`src/dade_pkg.sv`:
```
// ----------------------------------------------------------------------------
// dade_pkg
// types, register codes and rounding helpers for the debye ade field update
// ----------------------------------------------------------------------------
package dade_pkg;

    localparam int POLE_REGS = 3;
    localparam int AXES      = 3;
    localparam int IN_BITS   = 272;
    localparam int OUT_BITS  = 48;

    typedef enum logic [2:0] {
        REG_CURRENT_COEFF,
        REG_POLE_COUNT,
        REG_DECAY_0,
        REG_DECAY_1,
        REG_DECAY_2,
        REG_DRIVE_0,
        REG_DRIVE_1,
        REG_DRIVE_2
    } reg_index_t;

    typedef struct packed {
        logic signed [31:0]           current_coeff;
        logic [1:0]                   pole_count;
        logic [POLE_REGS-1:0][31:0]   decay;
        logic [POLE_REGS-1:0][31:0]   drive;
    } cfg_t;

    localparam cfg_t CFG_RESET = '{current_coeff: '0, pole_count: 2'd1,
                                   decay: '0, drive: '0};

    typedef struct packed {
        logic signed [31:0] h_b_back;
        logic signed [31:0] h_b_here;
        logic signed [31:0] curl_coeff_b;
        logic signed [31:0] h_a_back;
        logic signed [31:0] h_a_here;
        logic signed [31:0] curl_coeff_a;
        logic signed [31:0] self_coeff;
        logic signed [31:0] e_now;
        logic [11:0]        cell_req;
        logic [1:0]         axis;
    } in_item_t;

    typedef struct packed {
        logic signed [31:0] e_new;
        logic [11:0]        cell_out;
        logic [1:0]         axis_out;
    } out_item_t;

    // round half up, drop 24 bits
    function automatic logic signed [40:0] rnd24(input logic signed [64:0] x);
        logic signed [64:0] y;
        y = x + 65'sd8388608;
        return y[64:24];
    endfunction

    // round half up, drop 25 bits
    function automatic logic signed [39:0] rnd25(input logic signed [64:0] x);
        logic signed [64:0] y;
        y = x + 65'sd16777216;
        return y[64:25];
    endfunction

    function automatic logic signed [31:0] sat32(input logic signed [41:0] x);
        logic signed [31:0] r;
        if (x > 42'sd2147483647)
        begin
            r = 32'sh7fffffff;
        end
        else if (x < -42'sd2147483648)
        begin
            r = 32'sh80000000;
        end
        else
        begin
            r = x[31:0];
        end
        return r;
    endfunction

endpackage

```
`src/dade_cfg_regs.sv`:
```
// ----------------------------------------------------------------------------
// dade_cfg_regs
// configuration register file written through the request channel
// ----------------------------------------------------------------------------
module dade_cfg_regs (
    input  logic              clk,
    input  logic              rst_n,
    input  logic              cfg_valid,
    output logic              cfg_ready,
    input  logic [2:0]        cfg_index,
    input  logic [31:0]       cfg_data,
    output dade_pkg::cfg_t    cfg
);
    import dade_pkg::*;

    cfg_t cfg_reg;
    cfg_t cfg_next;

    always_comb
    begin
        cfg_next = cfg_reg;
        if (cfg_valid)
        begin
            unique case (reg_index_t'(cfg_index))
                REG_CURRENT_COEFF: cfg_next.current_coeff = cfg_data;
                REG_POLE_COUNT:    cfg_next.pole_count    = cfg_data[1:0];
                REG_DECAY_0:       cfg_next.decay[0]      = cfg_data;
                REG_DECAY_1:       cfg_next.decay[1]      = cfg_data;
                REG_DECAY_2:       cfg_next.decay[2]      = cfg_data;
                REG_DRIVE_0:       cfg_next.drive[0]      = cfg_data;
                REG_DRIVE_1:       cfg_next.drive[1]      = cfg_data;
                REG_DRIVE_2:       cfg_next.drive[2]      = cfg_data;
            endcase
        end
    end

    always_ff @(posedge clk or negedge rst_n)
    begin
        if (!rst_n)
        begin
            cfg_reg <= CFG_RESET;
        end
        else
        begin
            cfg_reg <= cfg_next;
        end
    end

    assign cfg_ready = 1'b1;
    assign cfg       = cfg_reg;

endmodule

```
`config.mk`:
```
export PLATFORM = sky130hd
export DESIGN_NAME = dade_cfg_regs
export DESIGN_NICKNAME = d
export VERILOG_FILES = /design/src/dade_pkg.sv /design/src/dade_cfg_regs.sv
export SDC_FILE = /design/constraint.sdc
export NUM_CORES = 1
export LEC_CHECK = 0
export BUFFER_PORTS_ARGS = -buffer_cell sky130_fd_sc_hd__buf_2
export CORE_ASPECT_RATIO = 0.6
export CORE_UTILIZATION = 51
export DETAILED_ROUTE_END_ITERATION = 12
export PLACE_DENSITY = 0.77
export SETUP_SLACK_MARGIN = 0.2
export SLEW_MARGIN = 5
export SYNTH_ARGS = -nofsm -noshare
export SYNTH_HDL_FRONTEND = slang
export SYNTH_SLANG_ARGS = --single-unit
```
`constraint.sdc`:
```
create_clock -name clk -period 0.9 [get_ports clk]
set_input_delay 0.135 -clock clk [delete_from_list [all_inputs] [get_ports clk]]
set_output_delay 0.135 -clock clk [all_outputs]
set_load 0.01 [all_outputs]
```
==> impl_results.md <==
- # clock sinks: approximately 230
- Total CTS buffers: 21
- Placer Congestion: 0.8062
- Die X: roughly 170 um
- Reg2Reg Depth: 3
- Final WS setup: -384.2 ps
- GRT Util Overall: roughly 32%
- Worst r2r src: cfg[161]$_DFFE_PN0P_
- Routed vias: ~6500
- Largest net degree at the start of global routing: 39
- DIE AREA: between 0.015 and 0.02 mm2
- Post-synthesis cell type count: 13
- Pwr Density: approximately 2500 mW/mm2
- Share of cells above drive strength 1: between 70 and 80%
- Vias in the first global route: ~6300
- CTS root buffer: clkbuf_16
- Most common cell after layout, fill and taps aside: dfrtp_1
- Critical Path AT: approximately 1200 ps
- WHS Endpoint: cfg[166]$_DFFE_PN0P_
- DR iter-0 viols: about 450
- WS Path Type: reg -> out
- Clock Pin Slew Worst Setup and Hold Paths: around 70 ps
- Min Hold Slack: -21.66 ps
- DP Worst Slack: -581.7 ps
- Post-route ant nets: 0
- Critical Path Sink Type: output pin
- Initial Util: 52.23%
- Grt total ovfl: 0
- Cell family with most CP delay: flip-flops
- Hold crit path type: in -> reg
- DRT Pass-1 Iters: 4
- Compound-cell area share of the yosys netlist: 0%
- Clock latency on the worst-skew pair: 490 ps
- Hold Crit Start: cfg_data[6]
- Detail Placement HPWL: around 14000 um
- Synth Area per Inst: between 15 and 20 um2
- R2R Setup Slk: -180 ps
- Post-Syn Area: about 0.0085 mm2
- CTS tree: yes
- Vias per inst: 5.467
- Synth Area in XOR/XNOR: 0%
- Filler Cell Count: between 500 and 600
- Post-DP Area: around 0.011 mm2
- Multi-input gate area: approximately 0.0034 mm2
- Max reg flops: 226
- Critical path cell sequence: buf_6
- Syn Nets: between 500 and 600
- Fin. max-slew vios: 0
- Most frequent cells in the layout: dfrtp_1, mux2_4, buf_6
- Max FO, Critical Path: 2
- Post-cts hold buffer count: 1
- Period utilisation layout: 142.7%
- Post-Synth Simple-Gate Area: 1.046%
- F_max: ~0.8 GHz
- VDD IR max: roughly 1700 uV
- Initial antenna violation count: 0
- Final nets: a little under 1000
- CP Data Required Time: approximately 760 ps
- R2R Path End: cfg[161]$_DFFE_PN0P_
- Buffers plus inverters on the worst setup path: 1
- # IOs: about 270
- Synthesized-area fraction occupied by adder cells: 0%
- Pwr Total: between 30 and 40 mW
- DIE HEIGHT: slightly above 100 um
- Clk_skew: 0 ps
- Post-route cell area: between 0.01 and 0.015 mm2
- CTS Buffer Depth: 3
- RSZ-0062 raised after global routing: yes
- Post-synthesis mux area share: around 30%
- Worst stage delay on the critical path: around 540 ps
- Syn Inst Count: roughly 500
- Placeable Area: ~0.016 mm2
- Final Hold Fails: 55
- H-Tree Level Count: 1
- Register area: around 0.0057 mm2
- Max cap viols: 0
- Outcome: finished, violations left
- Leakage: 7.548 nW
- Sequential fraction of the synthesis area: approximately 67%
- Global-route wire length before repair: 40370 um
- Hold path depth: 2
- Type of origin of the critical path: flop
- Avg WL per Cell: between 20 and 30 um
- Main combinational cell family by area after synthesis: multiplexers
- # port buffers: around 260
- Fin crit period: about 1300 ps
- Violated checks: hold timing, setup timing
- Final Util: between 90% and 100%
- Slowest-stage cell, CP: dfstp_2
- DRC errors left: 0
- # diodes: 0
- YS warnings: 0
- Area growth, synth to finish: 72.45%
- WL final: 33420 um
- Final setup vio count: between 300 and 400
- Seq cells post-synth: roughly 230
- Num rows: 36
==> logic make-up after synthesis <==
family,count (synthesis)
mux,226
flops,226
buf+inv,28
simple gates,8
other cells,1
==> layout make-up <==
class | instances | share of cell area, %
clock buffer | 30 | 4.160
clock inverter | 6 | 0.7176
multi-input combinational | 235 | 23.31
sequential | 226 | 38.62
tap | 228 | 1.948
timing repair buffer | 471 | 31.24
==> per-stage QoR <==
stage	cells	TNS, ps
detailed placement	974	-106910
global placement	974	-98940
finish	1196	-67650
CTS	1109	-58610
global route	1196	-73650
floorplan	489	-65140
==> power breakdown <==
part | internal, mW | switching [mW] | leakage (nW) | total (mW)
logic | 7.79 | 4.61 | 4.48 | 12.4
registers | 12.4 | 1.85 | 2.71 | 14.3
clock network | 5.56 | 3.98 | 0.354 | 9.54
==> timing repair <==
| item | CTS | global route |
|---|---|---|
| gates resized for setup | 207 | 154 |
| gates cloned | 18 | 4 |
| buffers inserted | 80 | 83 |
| hold endpoints to repair | 361 | 33 |
| pin swaps | 5 | 4 |
| endpoints found under the setup margin | 452 | 510 |
==> metal layers <==
layer / GRT usage [%] / up-vias / share of wire [%]
li1: - / 2682 / -
met1: 45.21 / 3385 / 40
met2: 50.69 / 372 / 49
met3: 8.056 / 100 / 7.4
met4: 7.972 / 0 / 3.7
met5: 0 / - / 0
==> synth_stat cells <==
cell / n / area (um2)
mux2_2: 210 / 2365
nor4bb_1: 2 / 20.02
buf_6: 9 / 101.4
conb_1: 1 / 3.750
nor4b_4: 1 / 23.77
nand4_1: 1 / 6.260
dfstp_2: 1 / 26.28
nand4b_1: 3 / 26.28
buf_4: 1 / 7.510
and4bb_2: 1 / 12.51
buf_2: 18 / 90.09
dfrtp_1: 225 / 5630
mux2_1: 16 / 180.2
==> worst max path at each step <==
| stage | cells after the start | slack (ps) | from | to |
|---|---|---|---|---|
| finish | 1 | -380 | cfg[192]$_DFFE_PN1P_ | cfg[192] |
| global route | 1 | -390 | cfg[192]$_DFFE_PN1P_ | cfg[192] |
| CTS | 1 | -390 | cfg[192]$_DFFE_PN1P_ | cfg[192] |
| detailed placement | 4 | -580 | cfg_index[1] | cfg[191]$_DFFE_PN0P_ |
| global placement | 4 | -530 | cfg_index[1] | cfg[160]$_DFFE_PN0P_ |
| floorplan | 4 | -400 | cfg_index[2] | cfg[194]$_DFFE_PN0P_ |
(Power assumes the default switching activity.)
